===== src/rtl/core/waw_pkg.sv =====
// Shared types and constants for the weekly alarm table matcher.
package waw_pkg;

    localparam logic [1:0] OP_ADD    = 2'd0;
    localparam logic [1:0] OP_UPDATE = 2'd1;
    localparam logic [1:0] OP_READ   = 2'd2;
    localparam logic [1:0] OP_TICK   = 2'd3;

    localparam logic KIND_REPLY = 1'b0;
    localparam logic KIND_FIRE  = 1'b1;

    localparam int MAX_RESULTS = 16;

    typedef struct packed {
        logic [1:0]  opcode;
        logic [3:0]  index;
        logic [6:0]  day_mask;
        logic [4:0]  alarm_hour;
        logic [5:0]  alarm_minute;
        logic        enable;
        logic        recurring;
        logic [11:0] action_code;
        logic [2:0]  now_weekday;
        logic [4:0]  now_hour;
        logic [5:0]  now_minute;
    } t_in_item;

    typedef struct packed {
        logic        kind;
        logic        ok;
        logic [3:0]  entry;
        logic [6:0]  out_day_mask;
        logic [4:0]  out_hour;
        logic [5:0]  out_minute;
        logic        out_enable;
        logic        out_recurring;
        logic [11:0] out_action;
        logic [4:0]  entries_used;
        logic        last;
    } t_out_item;

    typedef struct packed {
        logic [6:0]  mask;
        logic [4:0]  hour;
        logic [5:0]  minute;
        logic        active;
        logic        repeat_en;
        logic [11:0] action;
    } t_entry;

endpackage


===== src/rtl/core/waw_cell.sv =====
// One table cell: holds one alarm entry and passes it to its neighbor on shift.
module waw_cell (
    input  logic            i_clk,
    input  logic            i_shift,
    input  waw_pkg::t_entry i_entry,
    output waw_pkg::t_entry o_entry
);

    waw_pkg::t_entry r_entry;

    always_ff @(posedge i_clk) begin
        if (i_shift) begin
            r_entry <= i_entry;
        end
    end

    assign o_entry = r_entry;

endmodule


===== src/rtl/core/weekly_alarm_table_matcher.sv =====
// Top level: weekly alarm table held in a rotating ring of cells, plus its sequencer.
//
// Usage: drive i_item and raise i_start; the item is taken at a clock edge where
// i_start is high and o_busy is low. Results appear on o_result for one cycle,
// marked by o_strobe; the receiver cannot stall them, so it must take each one.
// Add, update and read give exactly one result, tick gives one per fired alarm
// (none if nothing fires or the minute equals the last checked one), with last
// set on the final result of the item.
// Ring: the table is a ring of TABLE_DEPTH cells that rotates one position per
// cycle while an item is serviced; every serviced item rotates it exactly once
// round; o_busy covers that turn, plus the flush state when a tick fired anything.
// Rejected requests (table full, bad index) and ticks on an already checked
// minute answer from the accept cycle without going busy.
// Replies: a reply is registered and comes out in the cycle after the ring brings
// the target entry to the head. The last fired alarm of a tick is held back until
// the rotation ends so its last bit is right.
// Reset (synchronous, active low) empties the table and forgets the checked
// minute; the cell contents themselves are not cleared and are never read
// before being written.
module weekly_alarm_table_matcher #(
    parameter int TABLE_DEPTH = 16
) (
    input  logic               i_clk,
    input  logic               i_rst_n,
    input  logic               i_start,
    input  waw_pkg::t_in_item  i_item,
    output logic               o_busy,
    output logic               o_strobe,
    output waw_pkg::t_out_item o_result
);

    localparam int PW = (TABLE_DEPTH > 1) ? $clog2(TABLE_DEPTH) : 1;
    localparam int CW = $clog2(TABLE_DEPTH + 1);
    localparam int XW = (CW > 4) ? CW : 4;
    localparam int MW = $clog2(waw_pkg::MAX_RESULTS + 1);

    typedef enum logic [1:0] {
        ST_IDLE,
        ST_RUN,
        ST_FLUSH
    } t_state;

    t_state             r_state, n_state;
    logic [PW-1:0]      r_pos, n_pos;
    logic [PW-1:0]      r_tgt, n_tgt;
    logic [CW-1:0]      r_used, n_used;
    logic [5:0]         r_chk_min, n_chk_min;
    logic               r_chk_vld, n_chk_vld;
    logic [MW-1:0]      r_cnt, n_cnt;
    logic               r_pend, n_pend;
    waw_pkg::t_out_item r_pend_item, n_pend_item;
    waw_pkg::t_in_item  r_cmd, n_cmd;
    logic               r_stb, n_stb;
    waw_pkg::t_out_item r_out, n_out;

    waw_pkg::t_entry    w_ring [TABLE_DEPTH];
    waw_pkg::t_entry    w_wb;
    waw_pkg::t_entry    w_load;
    logic               w_shift;

    assign w_shift = (r_state == ST_RUN);

    // ring: cell 0 is the head; the written-back head value re-enters at the tail
    for (genvar g = 0; g < TABLE_DEPTH; g++) begin : g_cell
        waw_pkg::t_entry w_in;
        if (g == TABLE_DEPTH - 1) begin : g_tail
            assign w_in = w_wb;
        end else begin : g_mid
            assign w_in = w_ring[g+1];
        end
        waw_cell u_cell (
            .i_clk   (i_clk),
            .i_shift (w_shift),
            .i_entry (w_in),
            .o_entry (w_ring[g])
        );
    end

    assign w_load = '{mask: r_cmd.day_mask, hour: r_cmd.alarm_hour,
                      minute: r_cmd.alarm_minute, active: r_cmd.enable,
                      repeat_en: r_cmd.recurring, action: r_cmd.action_code};

    function automatic waw_pkg::t_out_item make_out(
        input logic            kind,
        input logic [3:0]      entry,
        input waw_pkg::t_entry e,
        input logic [4:0]      used,
        input logic            last
    );
        waw_pkg::t_out_item o;
        o.kind          = kind;
        o.ok            = 1'b1;
        o.entry         = entry;
        o.out_day_mask  = e.mask;
        o.out_hour      = e.hour;
        o.out_minute    = e.minute;
        o.out_enable    = e.active;
        o.out_recurring = e.repeat_en;
        o.out_action    = e.action;
        o.entries_used  = used;
        o.last          = last;
        return o;
    endfunction

    always_comb begin
        waw_pkg::t_out_item fail;
        waw_pkg::t_entry    head;
        logic               hit;
        logic               at_tgt;
        logic [3:0]         pos4;
        logic [4:0]         used5;

        n_state     = r_state;
        n_pos       = r_pos;
        n_tgt       = r_tgt;
        n_used      = r_used;
        n_chk_min   = r_chk_min;
        n_chk_vld   = r_chk_vld;
        n_cnt       = r_cnt;
        n_pend      = r_pend;
        n_pend_item = r_pend_item;
        n_cmd       = r_cmd;
        n_stb       = 1'b0;
        n_out       = r_out;

        used5 = 5'(XW'(r_used));
        fail  = '0;
        fail.kind         = waw_pkg::KIND_REPLY;
        fail.entries_used = used5;
        fail.last         = 1'b1;

        head   = w_ring[0];
        w_wb   = head;
        at_tgt = (r_pos == r_tgt);
        pos4   = 4'(XW'(r_pos));
        hit    = 1'b0;

        case (r_state)
            ST_IDLE: begin
                if (i_start) begin
                    n_cmd = i_item;
                    n_pos = '0;
                    n_cnt = '0;
                    case (i_item.opcode)
                        waw_pkg::OP_ADD: begin
                            if (XW'(r_used) >= XW'(TABLE_DEPTH)) begin
                                n_stb = 1'b1;
                                n_out = fail;
                            end else begin
                                n_tgt   = PW'(r_used);
                                n_used  = r_used + CW'(1);
                                n_state = ST_RUN;
                            end
                        end
                        waw_pkg::OP_UPDATE, waw_pkg::OP_READ: begin
                            if (XW'(i_item.index) >= XW'(r_used) ||
                                XW'(i_item.index) >= XW'(TABLE_DEPTH)) begin
                                n_stb = 1'b1;
                                n_out = fail;
                            end else begin
                                n_tgt   = PW'(i_item.index);
                                n_state = ST_RUN;
                            end
                        end
                        default: begin
                            if (!(r_chk_vld && r_chk_min == i_item.now_minute)) begin
                                n_chk_min = i_item.now_minute;
                                n_chk_vld = 1'b1;
                                n_state   = ST_RUN;
                            end
                        end
                    endcase
                end
            end
            ST_RUN: begin
                n_pos = r_pos + PW'(1);
                case (r_cmd.opcode)
                    waw_pkg::OP_ADD, waw_pkg::OP_UPDATE: begin
                        if (at_tgt) begin
                            w_wb  = w_load;
                            n_stb = 1'b1;
                            n_out = make_out(waw_pkg::KIND_REPLY, pos4, w_load, used5, 1'b1);
                        end
                    end
                    waw_pkg::OP_READ: begin
                        if (at_tgt) begin
                            n_stb = 1'b1;
                            n_out = make_out(waw_pkg::KIND_REPLY, pos4, head, used5, 1'b1);
                        end
                    end
                    default: begin
                        hit = (XW'(r_pos) < XW'(r_used)) && head.active &&
                              (r_cmd.now_weekday != 3'd0) &&
                              head.mask[3'(r_cmd.now_weekday - 3'd1)] &&
                              (head.minute == r_cmd.now_minute) &&
                              (head.hour == r_cmd.now_hour) &&
                              (r_cnt < MW'(waw_pkg::MAX_RESULTS));
                        if (hit) begin
                            if (!head.repeat_en) begin
                                w_wb.active = 1'b0;
                            end
                            // the previous hit is now known not to be the last
                            if (r_pend) begin
                                n_stb = 1'b1;
                                n_out = r_pend_item;
                            end
                            n_pend      = 1'b1;
                            n_pend_item = make_out(waw_pkg::KIND_FIRE, pos4, w_wb, used5, 1'b0);
                            n_cnt       = r_cnt + MW'(1);
                        end
                    end
                endcase
                if (XW'(r_pos) == XW'(TABLE_DEPTH - 1)) begin
                    n_pos   = '0;
                    n_state = (hit || r_pend) ? ST_FLUSH : ST_IDLE;
                end
            end
            ST_FLUSH: begin
                n_stb      = 1'b1;
                n_out      = r_pend_item;
                n_out.last = 1'b1;
                n_pend     = 1'b0;
                n_state    = ST_IDLE;
            end
            default: begin
                n_state = ST_IDLE;
            end
        endcase
    end

    always_ff @(posedge i_clk) begin
        if (!i_rst_n) begin
            r_state   <= ST_IDLE;
            r_pos     <= '0;
            r_used    <= '0;
            r_chk_min <= '0;
            r_chk_vld <= 1'b0;
            r_cnt     <= '0;
            r_pend    <= 1'b0;
            r_stb     <= 1'b0;
        end else begin
            r_state   <= n_state;
            r_pos     <= n_pos;
            r_used    <= n_used;
            r_chk_min <= n_chk_min;
            r_chk_vld <= n_chk_vld;
            r_cnt     <= n_cnt;
            r_pend    <= n_pend;
            r_stb     <= n_stb;
        end
        r_tgt       <= n_tgt;
        r_cmd       <= n_cmd;
        r_pend_item <= n_pend_item;
        r_out       <= n_out;
    end

    assign o_busy   = (r_state != ST_IDLE);
    assign o_strobe = r_stb;
    assign o_result = r_out;

    // replies always close their item
    a_reply_last: assert property (@(posedge i_clk) disable iff (!i_rst_n)
        (r_stb && r_out.kind == waw_pkg::KIND_REPLY) |-> r_out.last)
        else $error("reply without last");

    // a rejected reply carries no entry
    a_fail_empty: assert property (@(posedge i_clk) disable iff (!i_rst_n)
        (r_stb && !r_out.ok) |-> (r_out.entry == 4'd0 && r_out.out_action == 12'd0))
        else $error("rejected reply carries data");

    // nothing is pending between items
    a_idle_clean: assert property (@(posedge i_clk) disable iff (!i_rst_n)
        (r_state == ST_IDLE) |-> !r_pend)
        else $error("pending alarm left at idle");

    // table never overfills
    a_used_bound: assert property (@(posedge i_clk) disable iff (!i_rst_n)
        XW'(r_used) <= XW'(TABLE_DEPTH))
        else $error("entry count overflow");

    // the ring is back at alignment whenever a new item can be taken
    a_ring_aligned: assert property (@(posedge i_clk) disable iff (!i_rst_n)
        (r_state == ST_IDLE) |-> (r_pos == '0))
        else $error("ring misaligned at idle");

endmodule


===== config.mk =====
export PLATFORM = sky130hd
export DESIGN_NAME = weekly_alarm_table_matcher
export DESIGN_NICKNAME = d
export VERILOG_FILES = /design/src/rtl/core/waw_pkg.sv /design/src/rtl/core/waw_cell.sv /design/src/rtl/core/weekly_alarm_table_matcher.sv
export SDC_FILE = /design/constraint.sdc
export NUM_CORES = 1
export LEC_CHECK = 0
export ABC_AREA = 1
export BUFFER_PORTS_ARGS = -buffer_cell sky130_fd_sc_hd__buf_2
export CAP_MARGIN = 15
export CORE_ASPECT_RATIO = 0.7
export CORE_MARGIN = 2
export CORE_UTILIZATION = 30
export DETAILED_ROUTE_END_ITERATION = 6
export PLACE_DENSITY = 0.44
export SYNTH_ARGS = -nofsm -noshare
export SYNTH_HDL_FRONTEND = slang
export SYNTH_HIERARCHICAL = 1
export SYNTH_SLANG_ARGS = --single-unit

===== constraint.sdc =====
create_clock -name i_clk -period 26 [get_ports i_clk]
set_input_delay 1.3 -clock i_clk [delete_from_list [all_inputs] [get_ports i_clk]]
set_output_delay 1.3 -clock i_clk [all_outputs]
set_load 0.02 [all_outputs]

After elaboration in Yosys (flattened, before gate mapping)
Cells that the tools add are included.
{"block": "word_totals", "register_bits": 674, "input_bits": 55, "output_inout_bits": 46, "wordCells": 255}
{"block": "classes", "addsub": 4, "magnitude_cmp": 5, "n_eq_ne": 27, "n_mux": 50, "bitwise_logic": 4, "n_reduce_logical": 31}
{"cell": "44-bit 2-to-1 mux", "n": 7}
{"cell": "44-bit case mux with 2 select lines", "n": 2}
{"cell": "44-bit case mux with 3 select lines", "n": 1}
{"cell": "32-bit 2-to-1 mux", "n": 1}
{"cell": "18-bit 2-to-1 mux", "n": 1}
{"cell": "3-bit inequality test, second input constant", "n": 6}
{"cell": "4-bit 2-to-1 mux", "n": 4}
{"cell": "4-bit case mux with 2 select lines", "n": 2}
{"cell": "5-bit 2-to-1 mux", "n": 3}
{"cell": "1-bit 2-to-1 mux", "n": 14}
{"cell": "13-bit 2-to-1 mux", "n": 1}
{"cell": "6-bit == test", "n": 2}
{"cell": "2-bit 2-to-1 mux", "n": 6}
{"cell": "2-bit inequality test, second input constant", "n": 6}
{"cell": "4-bit AND reduction", "n": 3}
{"cell": "5-bit by 1-bit adder with 5-bit output, second input constant", "n": 2}
{"cell": "5-bit case mux with 2 select lines", "n": 1}
{"cell": "5-bit AND reduction", "n": 2}
{"cell": "9-bit AND reduction", "n": 1}
{"cell": "4-bit inequality test, second input constant", "n": 2}
{"cell": "2-bit case mux with 2 select lines", "n": 2}
{"cell": "2-bit nonzero test", "n": 4}
{"cell": "1-bit logical AND", "n": 7}
{"cell": "2-bit by 1-bit == test with 1-bit output, second input constant", "n": 3}
{"cell": "other kinds (24)", "n": 38}

Depth between registers and ports, before layout
Gate-level depths: netlist of run 1.
{"block": "depth", "depth_word": 13, "depth_mapped": 12, "mapped_depth_nobuf": 12}

By module
Netlist of run 1, hierarchy kept.
{"mod": "waw_cell", "n_inst": 16, "cells_per_inst": 32, "area_per_inst_um2": 960.9, "seq_area_each_um2": 960.9}
{"mod": "weekly_alarm_table_matcher", "n_inst": 1, "cells_per_inst": 663, "area_per_inst_um2": 7465.9, "seq_area_each_um2": 4614.4}

Worst setup path after synthesis of run 1
Ideal clock, no wire load.
{"block": "synth_path", "path_kind": "register to register", "start": "register r_state[1]", "end": "register r_out, in the netlist o_result[0] (enable)", "setup_time_ps": 449, "arrival_ps": 14175, "required_time_ps": 25551, "path_slack_ps": 11377, "path_stages_with_launch": 10, "path_buffers": 0, "synth_period_minus_slack_ps": 14623, "cell_sequence": "dfxtp_1 inv_1 ha_1 inv_2 nor2_2 inv_2 nor2_1 nor4_1 nand3_1 nor2_1"}
{"block": "synth_between", "elab_chain_len": 3, "elab_cells_between_ends": 13, "cone_classes": "eq/ne (10); reduce/logical (3)"}
{"element": "from (decl)", "line": "weekly_alarm_table_matcher.sv:43", "text": "t_state r_state, n_state;"}
{"element": "from (signal assigned)", "line": "weekly_alarm_table_matcher.sv:242", "text": "r_state <= n_state;"}
{"element": "2-bit by 1-bit == test with 1-bit output (*)"}
{"element": "via w_shift", "line": "weekly_alarm_table_matcher.sv:59", "text": "logic w_shift;"}
{"element": "4-bit inequality test (no line), or another cell as far along"}
{"element": "9-bit AND reduction (no line) (*)"}
{"element": "to (signal assigned)", "line": "weekly_alarm_table_matcher.sv:254", "text": "r_out <= n_out;"}
{"element": "to (decl)", "line": "weekly_alarm_table_matcher.sv:54", "text": "waw_pkg::t_out_item r_out, n_out;"}
Mark *: on every way through the listed nets, which the timed path passes. The rest lies on a longest branch.
A chain may end at the register's enable or synchronous reset.

==> run metrics, run 1 <==
Clock Skew=0.0257 ns; DRT iter0 DRCs=1012; register share of total power=54.6%; H-tree levels=3; top-area cell type share of the netlist area=85.3%; first-pass iteration count of the detailed router=5; Buffers on Ports=100; sequential share of the synthesized area=between 80 and 90%; worst vdd ir=51.6 uV; worst-path maximum fanout=90; Nets=~1.4k; minimum clock period=just under 5 ns; status=finished, final reports clean; CTS Buf Count=69; post-synth net total=approximately 1.2k; synth warn=6; vias per inst=~4.4; Resize count post-CTS=0; Net Sw Frac=between 20% and 30%; Critical R2R Launch=r_state[1]$_SDFFE_PN0P_; DRC viols=0; Cell Area, Placed=24600 um2; synth unique cells=44; largest area contributor in the netlist=edfxtp_1; drt wl/cell=18.0 um; top-level port count=slightly above 100; flops & latches, synth=674; clock buffer depth=3; CTS root buf=clkbuf_16; Max Cap Violations=0; period utilization=a little under a fifth; post-CTS setup buffer count=0; vias in the first global route=roughly 10k; Core ar.=roughly 75000 um2; worst-skew pair later-pin latency=around 0.6 ns; Avg Inst Size Synth=approximately 19 um2; combinational share of power=around 15%; clock slew at reported path FFs=0.06 ns; Die Wd=334 um; RSZ-0062 raised after global routing=false; Worst setup EP type=flip-flop; final hold violation count=0; Routed WL=approximately 43 mm; vias after detailed routing=slightly above 10k; Cells after Synth=around 1.2k; TritonCTS clock tree=built; HP Start=g_cell[2].u_cell/o_entry[0]$_DFFE_PP_; CP arrival=between 5 and 6 ns; Slew Viols, Final=0; total track usage=between 10 and 15%; worst hold path class=reg -> reg; kind of critical path=reg -> reg; Int Pwr=roughly 2.3 mW; final setup TNS=0 ns; Tightest Pin Transition=between 1 and 1.5 ns; Antenna Violating Nets Remaining=0; Area Overhead vs Synth=17.5%; pwr/cell area=119 nW/um2; P_leak=9.10 nW; row count=between 80 and 90; clock sinks=674; pin count of the biggest net entering global routing=91; Die Footprint=78400 um2; Worst slew margin=a little over a fifth; Max Clock Freq=0.205 GHz; CP Launch Point=r_state[1]$_SDFFE_PN0P_; chip height=235 um; switching pwr=just under 0.9 mW; GR Overflow Total=0; HPWL after detailed placement=24.3 mm; design area=about 27000 um2; top cells by area, synth=edfxtp_1, dfxtp_1, nand2_1; antenna cells=0; Post-CTS Hold Buffers=0; RD Place Congestion=0.770; Clk pwr share=a little under a third; CP Launch Type=flip-flop; layout cells sized above 1=about a fifth; setup violators final=0; Worst EP required=26.43 ns; Post-Syn Area=~23000 um2; initial antenna violation count=1; Initial Util=roughly 30%; first-pass GRT wire length=63.5 mm
-- cells by family (layout without fill, tap and decap cells) --
logic type      after synthesis  count (layout)  share of synthesized area, %
xor+xnor                      9               9                         0.345
buf+inv                      90             303                          1.61
fa+ha+maj                    19              19                          1.04
mux                          30              30                          1.94
compound gates              119             119                          3.19
simple gates                234             234                          4.36
flops                       674             674                          87.5
-- final cells by class --
cell class / count / area [um2]
fill: 7013 / 48400
sequential: 674 / 20000
multi-input combinational: 411 / 2520
clock buffer: 87 / 1910
tap: 989 / 1240
timing repair buffer: 111 / 603
clock inverter: 38 / 319
inverter: 67 / 251
-- Yosys cell counts (all sizes together) --
| cell | number |
|---|---|
| edfxtp | 649 |
| nand2 | 135 |
| inv | 65 |
| nor2 | 47 |
| a21oi | 45 |
| nand3 | 33 |
| o21ai | 33 |
| mux2 | 30 |
| dfxtp | 25 |
| ha | 19 |
| a32oi | 18 |
| a31oi | 13 |
| clkbuf | 13 |
| buf | 10 |
| xor2 | 7 |
| nand4 | 6 |
| nor3 | 5 |
| a32o | 4 |
| or2 | 4 |
| clkinv | 2 |
| xnor2 | 2 |
| a211oi | 1 |
| a221oi | 1 |
| and3 | 1 |
| nand3b | 1 |
| nor3b | 1 |
| nor4 | 1 |
| o211ai | 1 |
| o21a | 1 |
| o21bai | 1 |
| o22ai | 1 |
-- worst paths after layout --
check | to | slack, ns | cells past startpoint
worst max-delay path | o_result[11]$_DFFE_PP_ | 21.13 | 7
worst min-delay path | g_cell[1].u_cell/o_entry[0]$_DFFE_PP_ | 0.40 | 0
worst max register to register | o_result[11]$_DFFE_PP_ | 21.13 | 7
worst min register to register | g_cell[1].u_cell/o_entry[0]$_DFFE_PP_ | 0.40 | 0
-- placed cells by master (no fill, tap or decap), types with 3 or more instances in the layout --
master      count
edfxtp_1      649
nand2_1       133
buf_2         100
clkbuf_16      72
inv_1          53
a21oi_1        44
nor2_1         40
nand3_1        32
mux2_4         28
dfxtp_1        25
o21ai_0        22
a32oi_1        18
ha_1           18
clkinv_2       15
a31oi_1        13
inv_2          12
clkinv_1       11
clkbuf_1       10
buf_4          10
o21ai_1         9
xor2_1          7
nand4_1         6
nor3_1          5
clkbuf_8        5
nor2_4          4
a32o_1          4
clkinvlp_4      4
bufinv_16       4
nor2_2          3
inv_6           3
-- per-layer routing --
metal	up-vias	global-route usage, %	part of all wire [%]
met5	-	0	0.030
met4	2	3.62	2.2
met3	72	2.69	4.3
met2	174	14.9	42
met1	5334	16.4	52
li1	4776	-	-
-- through the flow --
step,utilization [%],cells,hold slack [ns],power (mW),setup slack [ns]
2_1_floorplan,-,1175,0.400,2.20,11.38
3_3_place_gp,32.7,2251,0.400,2.24,21.27
3_5_place_dp,32.7,2252,0.405,2.26,21.10
4_1_cts,35.7,2377,0.398,3.25,21.06
5_1_grt,35.7,2377,0.417,3.35,20.72
6_report,35.7,2377,0.404,3.19,21.13
-- power by group through the flow --
stage | clock network [mW] | registers, mW | logic, mW
after floorplan | 0 | 1.93 | 0.275
final | 0.969 | 1.74 | 0.480
after detailed placement | 0 | 1.76 | 0.492
after global placement | 0 | 1.76 | 0.478
after CTS | 1.01 | 1.75 | 0.495
after global routing | 1.05 | 1.77 | 0.531
-- sequential cells by signal (all words and copies together), names as in the netlist --
register	flops
g_cell.u_cell/o_entry	512
r_cmd	48
o_result	44
r_pend_item	41
r_chk_min	6
r_cnt	5
r_used	5
r_pos	4
r_tgt	4
r_state	2
o_strobe	1
r_chk_vld	1
r_pend	1
-- worst max-delay path, stage by stage, from the launching register on --
cell     delay (ns)
dfxtp_1        0.32
inv_1          0.13
ha_4           0.74
buf_4          0.91
buf_4          0.95
buf_4          0.98
a32oi_1        0.24
a21oi_1        0.21
Note: power is estimated with default switching activity, not from simulation.
==> inputs of run 2 (changes only) <==
==> constraint.sdc (replaced) <==
create_clock -name i_clk -period 4.6 [get_ports i_clk]
set_input_delay 0.23 -clock i_clk [delete_from_list [all_inputs] [get_ports i_clk]]
set_output_delay 0.23 -clock i_clk [all_outputs]
set_load 0.02 [all_outputs]
==> run 2 against run 1 <==
Effect of this change: clock skew rose by 0.00097 ns; flip-flop and latch count did not move; maximum frequency rose by 42%; worst hold slack got worse by 0.068 ns; sequential share of layout area fell by 1.6 points; critical path depth fell by 1; register-to-register slack got worse by 20 ns; critical path type unchanged; non-clock buffer count rose by 53; power rose to 5.7 times the previous value; final cell count rose by 2.3%.
==> run metrics, run 2 (same netlist as run 1, synthesis figures left out) <==
vias per inst=4.32; Nets=around 1.5k; RD Place Congestion=0.770; max FFs per register=roughly 510; Initial Util=a little under a third; pwr/cell area=about 660 nW/um2; worst hold path class=in -> reg; combinational share of power=~15%; Die Wd=approximately 330 um; Slew Viols, Final=0; Max Clock Freq=between 0.2 and 0.3 GHz; design area=~27000 um2; register share of total power=54.2%; Worst setup EP type=flip-flop; CP arrival=just under 4 ns; pin count of the biggest net entering global routing=~190; R2R setup slack=between 1 and 1.5 ns; top-level port count=~100; row count=between 80 and 90; most common cell after layout, fill and taps aside=edfxtp_1; Worst slew margin=between 20% and 30%; GR Overflow Total=0; chip height=235 um; Cell Area, Placed=around 25000 um2; worst vdd ir=479 uV; clock slew at reported path FFs=0.06 ns; minimum clock period=around 3.4 ns; Post-Place Cells=between 2k and 2.5k; final hold violation count=0; Hold WS=between 0.3 and 0.4 ns; Area Overhead vs Synth=20.0%; P_leak=just over 9 nW; HPWL after detailed placement=approximately 23 mm; Power, Total=between 15 and 20 mW; Clock Skew=roughly 0.027 ns; FF+latch area=between 15000 and 20000 um2; vias after detailed routing=~11k; final setup TNS=0 ns; vias in the first global route=~11k; Die Footprint=just under 80000 um2; first-pass GRT wire length=roughly 65 mm; layout cells sized above 1=between 10% and 20%; worst-path maximum fanout=88; TritonCTS clock tree=built; period utilization=between 70% and 80%; Fill cells=about 7k; initial antenna violation count=5; clock sinks=approximately 670; Int Pwr=13.0 mW; Tightest Pin Transition=approximately 1.1 ns; H-tree levels=3; kind of critical path=reg -> reg; Antenna Violating Nets Remaining=0; DRT iter0 DRCs=878; RSZ-0062 raised after global routing=false; Core ar.=around 75000 um2; Max Cap Violations=0; switching pwr=5.07 mW; worst-skew pair later-pin latency=~0.61 ns; CP Launch Type=flip-flop; Buffers on Ports=100; CTS root buf=clkbuf_16; total track usage=10.9%; clock buffer depth=3; Clk pwr share=around 30%; drt wl/cell=17.7 um; commonest non-fill, non-tap cells in the layout=edfxtp_1, nand2_1, buf_2; setup violators final=0; DRC viols=0; Worst EP required=5.05 ns; Routed WL=43.1 mm; CTS Buf Count=69; first-pass iteration count of the detailed router=5; Resize count post-CTS=0; non-filler cells, final=between 2k and 2.5k; Net Sw Frac=around 28%; area of the multi-input gates=2560 um2; status=finished, final reports clean
## run 2: stage by stage
| step | setup WS (ns) | util, % |
|---|---|---|
| 2_1_floorplan | -0.980 | - |
| 3_3_place_gp | 1.23 | 32.8 |
| 3_5_place_dp | 1.11 | 32.8 |
| 4_1_cts | 1.12 | 36.4 |
| 5_1_grt | 0.880 | 36.4 |
| 6_report | 1.18 | 36.4 |
## run 2: timing repair
item / 4_1_cts / 5_1_grt
hold endpoints to repair: 61 / 0
hold buffers: 54 / 0
setup endpoints to repair: 0 / 0
buffers inserted: 0 / 0
## run 2: critical path, stage by stage (launching register included)
cell     delay, ns
dfxtp_2       0.34
inv_2         0.08
ha_4          0.60
buf_4         0.76
buf_4         0.94
a32oi_1       0.22
a21oi_1       0.22
## run 2: final cells by class
| class | instances | share of cell area [%] |
|---|---|---|
| Antenna cell | 3 | 0.0274 |
| Clock buffer | 88 | 6.75 |
| Clock inverter | 36 | 1.30 |
| Inverter | 67 | 0.963 |
| Multi-Input combinational cell | 411 | 9.35 |
| Sequential cell | 674 | 72.9 |
| Tap cell | 989 | 4.51 |
| Timing Repair Buffer | 164 | 4.16 |
## run 2: worst paths after layout
path                                                               to                                   from  cells past startpoint
worst max register to register                 o_result[27]$_DFFE_PP_                r_state[1]$_SDFFE_PN0P_                      6
worst min register to register  g_cell[6].u_cell/o_entry[8]$_DFFE_PP_  g_cell[7].u_cell/o_entry[8]$_DFFE_PP_                      0
worst max-delay path                           o_result[27]$_DFFE_PP_                r_state[1]$_SDFFE_PN0P_                      6
worst min-delay path                              r_cmd[25]$_DFFE_PP_                             i_item[25]                      2
## run 2: routing by layer
metal / vias to the layer above / wire, um / track usage, %
met5: - / 7 / 0
met2: 175 / 18100 / 15.2
met4: 2 / 945 / 3.62
li1: 4882 / - / -
met1: 5384 / 22000 / 16.4
met3: 74 / 2040 / 2.83
## run 2: power groups by stage
stage | registers (mW) | logic [mW] | clock network (mW)
floorplan | 10.1 | 1.61 | 0
global placement | 9.93 | 2.79 | 0
detailed placement | 9.94 | 2.84 | 0
CTS | 9.86 | 2.88 | 5.70
global route | 10.0 | 3.08 | 5.92
finish | 9.82 | 2.79 | 5.49
